[src/rtl/pmed_pkg.sv]
// Package for the PIR motion event detector: event codes, register indexes,
// field widths and the structs passed between the detector modules.
// No dependencies; every other file in rtl imports this package.
package pmed_pkg;

  // Fixed field widths.
  localparam int unsigned CodeWidth   = 2;
  localparam int unsigned PortTimeW   = 32;
  localparam int unsigned RegTimeW    = 24;
  localparam int unsigned SensorWidth = 8;
  localparam int unsigned CfgIdxWidth = 8;
  localparam int unsigned CfgDataW    = 24;

  // Event codes reported on the result channel.
  typedef enum logic [CodeWidth-1:0] {
    EV_CALIBRATING = 2'd0,
    EV_ACTIVE      = 2'd1,
    EV_DETECTED    = 2'd2,
    EV_ENDED       = 2'd3
  } event_code_t;

  // Configuration register indexes.
  localparam logic [CfgIdxWidth-1:0] REG_CALIB_TIME = 8'd0;
  localparam logic [CfgIdxWidth-1:0] REG_PAUSE_TIME = 8'd1;
  localparam logic [CfgIdxWidth-1:0] REG_SENSOR_ID  = 8'd2;

  // Reset values of the configuration registers.
  localparam logic [RegTimeW-1:0]    CALIB_RESET  = 24'd30000;
  localparam logic [RegTimeW-1:0]    PAUSE_RESET  = 24'd5000;
  localparam logic [SensorWidth-1:0] SENSOR_RESET = 8'd0;

  // Current configuration as seen by the event logic.
  typedef struct packed {
    logic [RegTimeW-1:0]    calib_time;
    logic [RegTimeW-1:0]    pause_time;
    logic [SensorWidth-1:0] sensor_id;
  } cfg_t;

  // One result item before it enters the output register.
  typedef struct packed {
    logic                   emit;
    event_code_t            code;
    logic [PortTimeW-1:0]   event_time;
    logic [SensorWidth-1:0] sensor;
  } result_t;

endpackage

[src/rtl/pmed_cfg_regs.sv]
// Configuration register file of the PIR motion event detector.
// Depends on pmed_pkg for register indexes, reset values and cfg_t.
module pmed_cfg_regs (
  input  logic                             clk,
  input  logic                             rst,
  input  logic                             wr_en,
  input  logic [pmed_pkg::CfgIdxWidth-1:0] wr_index,
  input  logic [pmed_pkg::CfgDataW-1:0]    wr_data,
  output pmed_pkg::cfg_t                   cfg
);
  import pmed_pkg::*;

  cfg_t regs;

  // Register writes; an index beyond the list is ignored.
  always_ff @(posedge clk) begin
    if (rst) begin
      regs.calib_time <= CALIB_RESET;
      regs.pause_time <= PAUSE_RESET;
      regs.sensor_id  <= SENSOR_RESET;
    end else if (wr_en) begin
      case (wr_index)
        REG_CALIB_TIME: regs.calib_time <= wr_data;
        REG_PAUSE_TIME: regs.pause_time <= wr_data;
        REG_SENSOR_ID:  regs.sensor_id  <= wr_data[SensorWidth-1:0];
        default: ;
      endcase
    end
  end

  assign cfg = regs;

endmodule

[src/rtl/pmed_event_logic.sv]
// Detector state and the single-pass event decision for one poll.
// Depends on pmed_pkg for event codes, cfg_t and result_t.
module pmed_event_logic #(
  parameter int unsigned TIME_WIDTH = 32
) (
  input  logic                           clk,
  input  logic                           rst,
  input  logic                           advance,
  input  logic                           motion_level,
  input  logic [pmed_pkg::PortTimeW-1:0] now_ms,
  input  pmed_pkg::cfg_t                 cfg,
  output pmed_pkg::result_t              result
);
  import pmed_pkg::*;

  localparam int unsigned TW = TIME_WIDTH;
  localparam int unsigned CW = TW + RegTimeW;

  // Detector state.
  logic          started, started_next;
  logic          calibrated, calibrated_next;
  logic          lock_low, lock_low_next;
  logic          take_low, take_low_next;
  logic [TW-1:0] calib_start, calib_start_next;
  logic [TW-1:0] low_since, low_since_next;
  logic [TW-1:0] motion_start, motion_start_next;

  // Times in the internal width; the port time is extended or cut to TW bits.
  logic [TW+PortTimeW-1:0] now_ext;
  logic [TW-1:0]           now_t;
  logic [CW-1:0]           pause_ext;
  logic [TW-1:0]           pause_t;
  logic [TW-1:0]           calib_diff;
  logic [TW-1:0]           low_diff;
  logic [TW-1:0]           duration;
  logic [TW+PortTimeW-1:0] out_ext;
  logic                    calib_pass;
  logic                    pause_pass;

  assign now_ext   = {{TW{1'b0}}, now_ms};
  assign now_t     = now_ext[TW-1:0];
  assign pause_ext = {{TW{1'b0}}, cfg.pause_time};
  assign pause_t   = pause_ext[TW-1:0];

  // Decision for the current poll and the state it leaves behind.
  always_comb begin
    started_next      = 1'b1;
    calibrated_next   = calibrated;
    lock_low_next     = lock_low;
    take_low_next     = take_low;
    low_since_next    = low_since;
    motion_start_next = motion_start;
    calib_start_next  = started ? calib_start : now_t;
    calib_diff        = now_t - calib_start_next;
    calib_pass        = {{RegTimeW{1'b0}}, calib_diff} > {{TW{1'b0}}, cfg.calib_time};
    low_diff          = '0;
    pause_pass        = 1'b0;
    duration          = now_t - pause_t - motion_start;
    result.emit       = 1'b0;
    result.code       = EV_CALIBRATING;
    out_ext           = {{PortTimeW{1'b0}}, now_t};

    if (!calibrated) begin
      result.emit = 1'b1;
      if (calib_pass) begin
        calibrated_next = 1'b1;
        result.code     = EV_ACTIVE;
      end
    end else if (motion_level) begin
      take_low_next = 1'b1;
      if (lock_low) begin
        lock_low_next     = 1'b0;
        motion_start_next = now_t;
        result.emit       = 1'b1;
        result.code       = EV_DETECTED;
      end
    end else begin
      // The first low poll of a sequence starts the pause interval.
      if (take_low) begin
        low_since_next = now_t;
        take_low_next  = 1'b0;
      end
      low_diff   = now_t - low_since_next;
      pause_pass = {{RegTimeW{1'b0}}, low_diff} > {{TW{1'b0}}, cfg.pause_time};
      if (!lock_low && pause_pass) begin
        lock_low_next = 1'b1;
        result.emit   = 1'b1;
        result.code   = EV_ENDED;
        out_ext       = {{PortTimeW{1'b0}}, duration};
      end
    end

    result.event_time = out_ext[PortTimeW-1:0];
    result.sensor     = cfg.sensor_id;
  end

  // Control flags advance with each poll that leaves the input register.
  always_ff @(posedge clk) begin
    if (rst) begin
      started    <= 1'b0;
      calibrated <= 1'b0;
      lock_low   <= 1'b1;
      take_low   <= 1'b0;
    end else if (advance) begin
      started    <= started_next;
      calibrated <= calibrated_next;
      lock_low   <= lock_low_next;
      take_low   <= take_low_next;
    end
  end

  // Time stamps of the current calibration, pause and motion sequence.
  always_ff @(posedge clk) begin
    if (rst) begin
      calib_start  <= '0;
      low_since    <= '0;
      motion_start <= '0;
    end else if (advance) begin
      calib_start  <= calib_start_next;
      low_since    <= low_since_next;
      motion_start <= motion_start_next;
    end
  end

endmodule

[src/rtl/pir_motion_event_detector_core.sv]
// PIR motion event detector: a poll is registered, decided in one pass and the
// result is held in an output register. A poll accepted into the input register is
// decided and its result captured into the output register once that register is
// free; one poll is taken every cycle while results drain. Synchronous active-high
// reset clears the valid flags and detector state and loads register defaults.
// Depends on pmed_pkg, pmed_cfg_regs and pmed_event_logic.
module pir_motion_event_detector_core #(
  parameter int unsigned TIME_WIDTH = 32
) (
  input  logic                             clk,
  input  logic                             rst,
  // Poll input.
  input  logic                             s_tvalid,
  output logic                             s_tready,
  input  logic [39:0]                      s_tdata,  // motion_level[0], now_ms[32:1], zero pad
  // Event output.
  output logic                             m_tvalid,
  input  logic                             m_tready,
  output logic [39:0]                      m_tdata,  // event_time[31:0], event_sensor[39:32]
  output logic [pmed_pkg::CodeWidth-1:0]   m_tuser,  // event_code[1:0]
  // Configuration write channel.
  input  logic                             cfg_valid,
  output logic                             cfg_ready,
  input  logic [pmed_pkg::CfgIdxWidth-1:0] cfg_index,
  input  logic [pmed_pkg::CfgDataW-1:0]    cfg_data
);
  import pmed_pkg::*;

  cfg_t    cfg;
  result_t result;

  // Input register.
  logic                 in_valid;
  logic                 in_level;
  logic [PortTimeW-1:0] in_time;
  logic                 advance;

  // Output register.
  logic                   out_valid;
  event_code_t            out_code;
  logic [PortTimeW-1:0]   out_time;
  logic [SensorWidth-1:0] out_sensor;

  assign cfg_ready = 1'b1;

  pmed_cfg_regs u_cfg (
    .clk      (clk),
    .rst      (rst),
    .wr_en    (cfg_valid & cfg_ready),
    .wr_index (cfg_index),
    .wr_data  (cfg_data),
    .cfg      (cfg)
  );

  // The registered poll moves on once the output register is free.
  assign advance  = in_valid & (~out_valid | m_tready);
  assign s_tready = ~in_valid | advance;

  always_ff @(posedge clk) begin
    if (rst) begin
      in_valid <= 1'b0;
    end else if (s_tready) begin
      in_valid <= s_tvalid;
    end
  end

  always_ff @(posedge clk) begin
    if (s_tready & s_tvalid) begin
      in_level <= s_tdata[0];
      in_time  <= s_tdata[PortTimeW:1];
    end
  end

  pmed_event_logic #(
    .TIME_WIDTH (TIME_WIDTH)
  ) u_logic (
    .clk          (clk),
    .rst          (rst),
    .advance      (advance),
    .motion_level (in_level),
    .now_ms       (in_time),
    .cfg          (cfg),
    .result       (result)
  );

  // Result register; a poll without an event leaves it empty.
  always_ff @(posedge clk) begin
    if (rst) begin
      out_valid <= 1'b0;
    end else if (advance) begin
      out_valid <= result.emit;
    end else if (m_tready) begin
      out_valid <= 1'b0;
    end
  end

  always_ff @(posedge clk) begin
    if (advance & result.emit) begin
      out_code   <= result.code;
      out_time   <= result.event_time;
      out_sensor <= result.sensor;
    end
  end

  assign m_tvalid = out_valid;
  assign m_tdata  = {out_sensor, out_time};
  assign m_tuser  = out_code;

endmodule

[config.mk]
export PLATFORM = sky130hd
export DESIGN_NAME = pir_motion_event_detector_core
export DESIGN_NICKNAME = d
export VERILOG_FILES = /design/src/rtl/pmed_pkg.sv /design/src/rtl/pmed_cfg_regs.sv /design/src/rtl/pmed_event_logic.sv /design/src/rtl/pir_motion_event_detector_core.sv
export SDC_FILE = /design/constraint.sdc
export NUM_CORES = 1
export LEC_CHECK = 0
export BUFFER_PORTS_ARGS = -buffer_cell sky130_fd_sc_hd__buf_2
export CELL_PAD_IN_SITES_DETAIL_PLACEMENT = 1
export CELL_PAD_IN_SITES_GLOBAL_PLACEMENT = 1
export CORE_ASPECT_RATIO = 0.5
export CORE_MARGIN = 2
export CORE_UTILIZATION = 40
export DETAILED_ROUTE_END_ITERATION = 8
export PLACE_DENSITY_LB_ADDON = 0.3
export SETUP_SLACK_MARGIN = 0.4
export SYNTH_ARGS = -nofsm -noshare
export SYNTH_HDL_FRONTEND = slang
export SYNTH_SLANG_ARGS = --single-unit
[constraint.sdc]
create_clock -name clk -period 17.5 [get_ports clk]
set_clock_uncertainty 0.15 [all_clocks]
set_input_delay 2.625 -clock clk [delete_from_list [all_inputs] [get_ports clk]]
set_output_delay 2.625 -clock clk [all_outputs]
set_load 0.03 [all_outputs]
==> results of run 1 <==
registers in the layout, indices dropped and copies added (netlist names):
register and cells:
out_time 32, u_logic.motion_start 32, u_logic.lock_low 1, in_valid 1
in_time 32, out_sensor 8, u_logic.take_low 1, m_tvalid 1
u_cfg.cfg 56, in_level 1, u_logic.started 1, m_tuser 2
u_logic.low_since 32, u_logic.calibrated 1, u_logic.calib_start 32
final cells by class:
class                      count  area [µm²]
fill                        4660       21310
multi-input combinational   1381        9839
sequential                   233        5418
clock buffer                  33       685.7
timing repair buffer         128       680.7
tap                          530       663.1
inverter                     123       461.7
clock inverter                11       102.6
antenna                        6       15.01
per-layer routing:
layer / global-route usage (%) / part of all wire (%) / up-vias / wire, µm
met5: 0 / 0 / - / 0
met4: 4.453 / 1.4 / 0 / 685
met3: 3.871 / 5.2 / 43 / 2536
met2: 32.98 / 41 / 242 / 19680
met1: 35.78 / 53 / 6729 / 25480
li1: - / - / 6677 / -
how the worst max path moves through the flow:
| stage | slack [ns] | cells after the start | to | startpoint |
|---|---|---|---|---|
| 3_5_place_dp | 10.80 | 19 | out_time[4] | u_logic.take_low |
| 6_report | 10.72 | 19 | out_time[5] | u_logic.take_low |
| 2_1_floorplan | 10.05 | 22 | m_tuser[0] | u_logic.take_low |
| 3_3_place_gp | 10.86 | 19 | out_time[4] | u_logic.take_low |
| 4_1_cts | 10.77 | 19 | out_time[5] | u_logic.take_low |
| 5_1_grt | 10.32 | 19 | out_time[8] | u_logic.take_low |
cell families after synthesis:
logic type	count (synthesis)	share of synthesized area [%]
compound gates	516	21.13
simple gates	516	14.23
flops	233	33.78
buf+inv	211	5.127
fa+ha+maj	177	15.03
mux	96	6.579
xor+xnor	75	4.097
other cells	1	0.02339
placed cells by master (no fill, tap or decap), types with 5 or more instances in the layout:
cell type	synthesis	routed
nand2_1	219	219
a21oi_1	180	180
dfxtp_1	158	156
ha_1	151	151
nor2_1	142	140
inv_1	123	123
buf_2	3	112
a211oi_1	75	75
mux2i_1	75	75
edfxtp_1	75	75
o21ai_0	62	62
a21o_1	57	57
xnor2_1	44	44
nand3_1	36	36
xor2_1	31	31
fa_1	26	26
nor3_1	26	25
clkbuf_16	0	25
a211o_1	20	20
mux2_4	18	18
o21a_1	17	17
nand4_1	16	16
buf_4	1	16
nor2b_1	16	15
o211ai_1	13	13
nand2b_1	12	12
and3_1	11	11
a31oi_1	11	10
o31ai_1	10	10
or3_1	8	8
o21bai_1	8	8
and2_1	7	7
diode_2	0	6
and4_1	6	6
a311oi_1	5	5
clkbuf_1	78	5
worst max-delay path: cells and delay by family (launching register included):
family | cells | cell delay, ns
mux | 1 | 0.37
fa+ha+maj | 2 | 0.69
flops | 1 | 0.63
compound gates | 7 | 1.95
xor+xnor | 1 | 0.12
buf+inv | 2 | 0.96
simple gates | 6 | 1.45
per-stage QoR:
stage                     hold WS (ns)  utilization [%]
after floorplan                 0.2580                -
after global placement          0.2634            43.55
after detailed placement        0.2720            43.55
after CTS                       0.2876            45.56
after global routing            0.2978            45.60
final                           0.2875            45.60
power by group:
part,internal (mW),switching (mW),total [mW]
logic,0.150,0.217,0.367
clock network,0.292,0.233,0.525
registers,0.577,0.0241,0.601
==> results.rst, run 1 <==
.. list-table::
   :header-rows: 1

   * - Metric
     - Value
   * - Run status
     - finished clean
   * - Count of nets left with antenna violations after detail routing
     - 0
   * - Post-Synthesis Mean Instance Area
     - ~8.8 µm²
   * - Achievable frequency
     - ~150 MHz
   * - Prevailing post-synth register cell
     - dfxtp_1
   * - Critical R2R Launch
     - u_logic.take_low
   * - Hold-critical path endpoint
     - out_sensor[7]
   * - Placer congestion estimate
     - a little over 0.9
   * - Synth Net Count
     - a little over 2k
   * - Count of hold buffers inserted by post-cts repair
     - 0
   * - Synthesis-to-finish area growth
     - 11.43%
   * - Kind of start point of the critical path
     - flip-flop
   * - Synthesized instance count
     - roughly 1.8k
   * - Worst setup margin
     - 10.72 ns
   * - Post-CTS resize count
     - 0
   * - Post-detailed-routing wire length
     - about 48 mm
   * - Placed Cells
     - between 2k and 2.5k
   * - Max Cap Violations
     - 0
   * - Nature of the critical path endpoint
     - flip-flop
   * - Post-CTS Repair Setup Buffers
     - 0
   * - Setup CP Type
     - flip-flop to flip-flop
   * - Total number of clock tree sinks
     - about 230
   * - Root cell of the clock tree
     - clkbuf_16
   * - Synth warn
     - 0
   * - Horizontal extent of the die
     - about 290 µm
   * - Post-synthesis register bit count
     - 233
   * - Cell area reported after detailed placement
     - approximately 0.017 mm²
   * - Final net count
     - 2145
   * - Quantity of I/O buffers inserted on ports
     - 113
   * - Die outline area
     - between 0.04 and 0.05 mm²
   * - Fraction of the cycle the final worst path needs
     - between 30% and 40%
   * - Bufs on Longest Clock Path
     - 3
   * - Hold_sp
     - u_cfg.cfg[7]
   * - Worst min-delay path class
     - flip-flop to flip-flop
   * - Die boundary height
     - around 150 µm
   * - Fraction of registers with async set or reset after synthesis
     - 0%
   * - Clock latency of the later-clocked register in the worst-skew pair
     - about 0.56 ns
   * - Number of clock buffers inserted by TritonCTS
     - 24
   * - Unrepaired setup endpoints after global routing
     - false
   * - Antenna violations before repair
     - 5
   * - Most frequently used cell type in the post-synthesis netlist
     - nand2_1
   * - CTS tree
     - yes
   * - Crit path max fanout
     - 31
   * - Transition time of the tightest slew-check pin
     - slightly below 0.9 ns
   * - Leakage power of the design
     - 6.840 nW
   * - Minimum setup slack after placement
     - around 11 ns
   * - Number of iterations in the first detailed-routing pass
     - 5
   * - Clock-pin slew reported for the worst setup and hold paths after clock tree synthesis
     - approximately 0.07 ns
   * - Avg Vias per Cell
     - about 5.6
   * - Total congestion overflow
     - 0
   * - Final hold vios
     - 0
   * - I/O pin count
     - 122
   * - Post-synth EDFFs
     - 75
   * - Endpoint arrival time on the critical path
     - slightly below 7 ns
   * - Critical path's slowest cell
     - dfxtp_2
   * - Stage delay of the slowest cell on the critical path
     - between 0.6 and 0.7 ns
   * - PnR Total Power
     - ~1.5 mW
   * - Wire length of the first global-routing pass
     - about 77 mm
   * - Commonest cells in the netlist
     - nand2_1 (219), a21oi_1 (180), dfxtp_1 (158), ha_1 (151), nor2_1 (142)
   * - Number of slew-limit violations in the final report
     - 0
   * - Total number of vias
     - 13.69k
   * - Slew headroom
     - 40.15%
   * - Cell types occupying the most area after synthesis
     - dfxtp_1 (20%), edfxtp_1 (14%), ha_1 (12%), a21oi_1 (5.6%), nand2_1 (5.1%)
   * - Starting Density
     - between 40% and 50%
   * - Post-synthesis cell type with the largest combined area
     - dfxtp_1
   * - Share of the synthesized area in the top cell type
     - between 15 and 20%
   * - Final instance area
     - approximately 0.018 mm²
   * - Number of standard cells in the final layout excluding fillers
     - approximately 2.4k
   * - Vias in the first global route
     - roughly 13k
   * - Cell area power density
     - between 80 and 90 mW/mm²
   * - Flop2flop setup slack
     - 10.72 ns
   * - Cells along the critical path
     - buf_4 > mux2i_1 > ha_1 > a21oi_1 > a21boi_0 > or3_1 > a31oi_1 > xnor2_1 > ha_1 > nand4_1 > nor3_1 > a211oi_1 > a32o_1 > o221ai_1 > nand4b_1 > nor4b_1 > or3_1 > a31oi_4 > buf_4
   * - Floorplan core area
     - between 0.03 and 0.04 mm²
   * - Reg-to-Reg End
     - out_time[5]
   * - Worst voltage drop across the vdd grid
     - approximately 0.000043 V
   * - Final critical-path required period
     - between 6 and 7 ns
   * - Count of endpoints failing setup in the final report
     - 0
   * - H-tree levels
     - 1
   * - # DRC
     - 0
   * - Count of cells along the worst register-to-register path
     - 19
   * - Placement Rows
     - between 50 and 60
   * - Total negative slack
     - 0 ns
   * - Detailed-placement wirelength estimate
     - ~37 mm
   * - Layout cells sized above 1
     - about 11%
   * - Sequential cell area fraction in the yosys report
     - approximately 34%
   * - Synth Cell Area
     - approximately 0.016 mm²
   * - Largest net degree at the start of global routing
     - 66
   * - Overall track demand over capacity in global routing
     - 22.99%
   * - First DRT Iteration DRCs
     - 824
   * - Hold path cells
     - 0
   * - Count of cell types in the netlist
     - between 70 and 80
   * - Routed wire length per instance
     - 19.79 µm
   * - Data required time at the worst endpoint
     - between 15 and 20 ns
(Power assumes the default switching activity.)
==> run 2, diff against run 1 <==
==> constraint.sdc (replaced) <==
create_clock -name clk -period 7.05 [get_ports clk]
set_clock_uncertainty 0.15 [all_clocks]
set_input_delay 1.0575 -clock clk [delete_from_list [all_inputs] [get_ports clk]]
set_output_delay 1.0575 -clock clk [all_outputs]
set_load 0.03 [all_outputs]
==> run 2 against run 1 <==
  * Sequential share of layout area decreased by 0.16 points
  * First-iteration DRC count is 3.6% higher
  * Routed wire length up 3.6%
  * Combinational power grew to 2.5 times the previous value
  * Sequential power increased by 150%
  * Sequential cell count did not move
  * Utilization increased by 0.27 points
  * Fmax increased by 6.8%
==> results.rst, run 2 (synthesis results as in run 1) <==
.. list-table::
   :header-rows: 1

   * - Metric
     - Value
   * - Run status
     - finished clean
   * - Unrepaired setup endpoints after global routing
     - false
   * - Total congestion overflow
     - 0
   * - Count of endpoints failing setup in the final report
     - 0
   * - Layout cells sized above 1
     - between 10% and 20%
   * - Avg Vias per Cell
     - 5.670
   * - Minimum setup slack after placement
     - 0.5525 ns
   * - Overall track demand over capacity in global routing
     - a little under a quarter
   * - Worst setup margin
     - about 0.70 ns
   * - Root cell of the clock tree
     - clkbuf_16
   * - Setup CP Type
     - flip-flop to flip-flop
   * - Buf/Inv on CP
     - 3
   * - PnR Total Power
     - 3.802 mW
   * - Total number of clock tree sinks
     - 233
   * - Fill count
     - between 4k and 5k
   * - Endpoint arrival time on the critical path
     - around 6.5 ns
   * - Leakage power of the design
     - 6.882 nW
   * - Final net count
     - roughly 2.1k
   * - Final hold vios
     - 0
   * - Post-detailed-routing wire length
     - around 50 mm
   * - H-tree levels
     - 1
   * - Routed wire length per instance
     - 20.49 µm
   * - Number of standard cells in the final layout excluding fillers
     - between 2k and 2.5k
   * - Horizontal extent of the die
     - 287.1 µm
   * - Number of clock buffers inserted by TritonCTS
     - 24
   * - Sw frac
     - around a third
   * - Antenna violations before repair
     - 5
   * - Die boundary height
     - 145.6 µm
   * - Slew headroom
     - approximately 29%
   * - Die outline area
     - 0.04180 mm²
   * - Final critical-path required period
     - around 6.3 ns
   * - Total number of vias
     - around 14k
   * - Max Cap Violations
     - 0
   * - First DRT Iteration DRCs
     - approximately 850
   * - Number of slew-limit violations in the final report
     - 0
   * - Clock latency of the later-clocked register in the worst-skew pair
     - between 0.5 and 0.6 ns
   * - Count of hold buffers inserted by post-cts repair
     - 0
   * - Transition time of the tightest slew-check pin
     - ~1.1 ns
   * - Fraction of the cycle the final worst path needs
     - between 90% and 100%
   * - Clock-pin slew reported for the worst setup and hold paths after clock tree synthesis
     - ~0.07 ns
   * - Starting Density
     - between 40% and 50%
   * - Bufs on Longest Clock Path
     - 3
   * - Detailed-placement wirelength estimate
     - ~38 mm
   * - Largest net degree at the start of global routing
     - 88
   * - Cells along the critical path
     - inv_1 > ha_1 > inv_1 > fa_1 > a211oi_1 > nor2_1 > o21ai_1 > o21ai_1 > xor2_1 > ha_1 > and4_1 > and4_1 > o221a_1 > o41ai_1 > a32o_1 > o221ai_1 > nand4b_1 > nor4b_2 > or3_4 > a31oi_4 > buf_12
   * - Achievable frequency
     - between 150 and 200 MHz
   * - Worst min-delay path class
     - flip-flop to flip-flop
   * - Part of the power in the clock network
     - a little over a third
   * - Placement Rows
     - 51
   * - Post-CTS resize count
     - 0
   * - Floorplan core area
     - ~0.039 mm²
   * - Number of flip-flops in the largest register
     - 56
   * - Combinational share of power
     - between 20 and 25%
   * - Number of iterations in the first detailed-routing pass
     - 5
   * - Count of nets left with antenna violations after detail routing
     - 0
   * - Crit path max-delay family
     - compound AO/OA/AOI/OAI gates
   * - Critical path's slowest cell
     - edfxtp_1
   * - Internal Dissipation
     - 2.583 mW
   * - Commonest non-fill, non-tap cells in the layout
     - nand2_1 (219), a21oi_1 (180), dfxtp_1 (156)
   * - Synthesis-to-finish area growth
     - 12.08%
   * - Placer congestion estimate
     - 0.9146
   * - Post-CTS Repair Setup Buffers
     - 0
   * - Sequential cell area
     - ~0.0054 mm²
   * - Net Sw Power
     - roughly 1.2 mW
   * - Share of the core filled with cells
     - 45.86%
   * - Wire length of the first global-routing pass
     - 77.31 mm
   * - Part of the total power dissipated in sequential elements
     - 39.3%
   * - CTS tree
     - yes
   * - Nature of the critical path endpoint
     - flip-flop
   * - Vias in the first global route
     - between 10k and 15k
   * - # DRC
     - 0
   * - Quantity of I/O buffers inserted on ports
     - approximately 110
   * - Area of the multi-input gates
     - approximately 0.0099 mm²
   * - Crit path max fanout
     - 23
   * - Most common library cell in the layout ignoring fill and taps
     - nand2_1
   * - Worst voltage drop across the vdd grid
     - ~0.00015 V
   * - Cell area power density
     - roughly 210 mW/mm²
   * - Kind of start point of the critical path
     - flip-flop
   * - I/O pin count
     - around 120
   * - Data required time at the worst endpoint
     - just over 7 ns
   * - Total negative slack
     - 0 ns
   * - Stage delay of the slowest cell on the critical path
     - between 0.5 and 0.6 ns
   * - Placed Cells
     - 2396
-- run 2: cell types whose count changed in the layout (fill, tap and decap cells not counted), sizes merged --
cell      previous run  this run
clkinv               9         7
a31oi               11        12
buf                128       129
clkinvlp             0         1
diode                6         5
inv                124       125
-- run 2: layer usage --
metal / track usage [%] / vias up / wire (µm)
met5: 0 / - / 0
met2: 33.27 / 287 / 20500
li1: - / 6707 / -
met1: 36.38 / 6822 / 26070
met4: 4.870 / 0 / 901
met3: 3.652 / 52 / 2650
-- run 2: power by group through the flow --
stage | logic, mW | clock network [mW] | registers (mW)
2_1_floorplan | 0.662 | 0 | 1.51
3_3_place_gp | 0.888 | 0 | 1.52
3_5_place_dp | 0.910 | 0 | 1.52
4_1_cts | 0.919 | 1.41 | 1.49
5_1_grt | 1.04 | 1.45 | 1.50
6_report | 0.929 | 1.38 | 1.49
-- run 2: worst paths after layout --
| check | startpoint | endpoint | slack, ns | depth (start not counted) |
|---|---|---|---|---|
| setup / recovery | in_time[0] | out_time[13] | 0.70 | 21 |
| hold / removal | u_cfg.cfg[0] | out_sensor[0] | 0.29 | 0 |
| setup reg to reg | in_time[0] | out_time[13] | 0.70 | 21 |
| hold reg to reg | u_cfg.cfg[0] | out_sensor[0] | 0.29 | 0 |
-- run 2: cell type report --
| cell class | count | share of cell area, % |
|---|---|---|
| diodes | 5 | 0.06963 |
| multi-input cells | 1382 | 54.94 |
| clock buffers | 33 | 4.108 |
| flip-flops and latches | 233 | 30.16 |
| inverters | 123 | 2.569 |
| well taps | 530 | 3.690 |
| repair buffers | 129 | 3.899 |
| clock inverters | 11 | 0.5640 |
-- run 2: through the flow --
step / instance area (µm²) / hold WS [ns]
floorplan: 16040 / 0.2580
global placement: 17080 / 0.2637
detailed placement: 17080 / 0.2698
CTS: 17920 / 0.2878
global route: 17970 / 0.3024
finish: 17970 / 0.2862
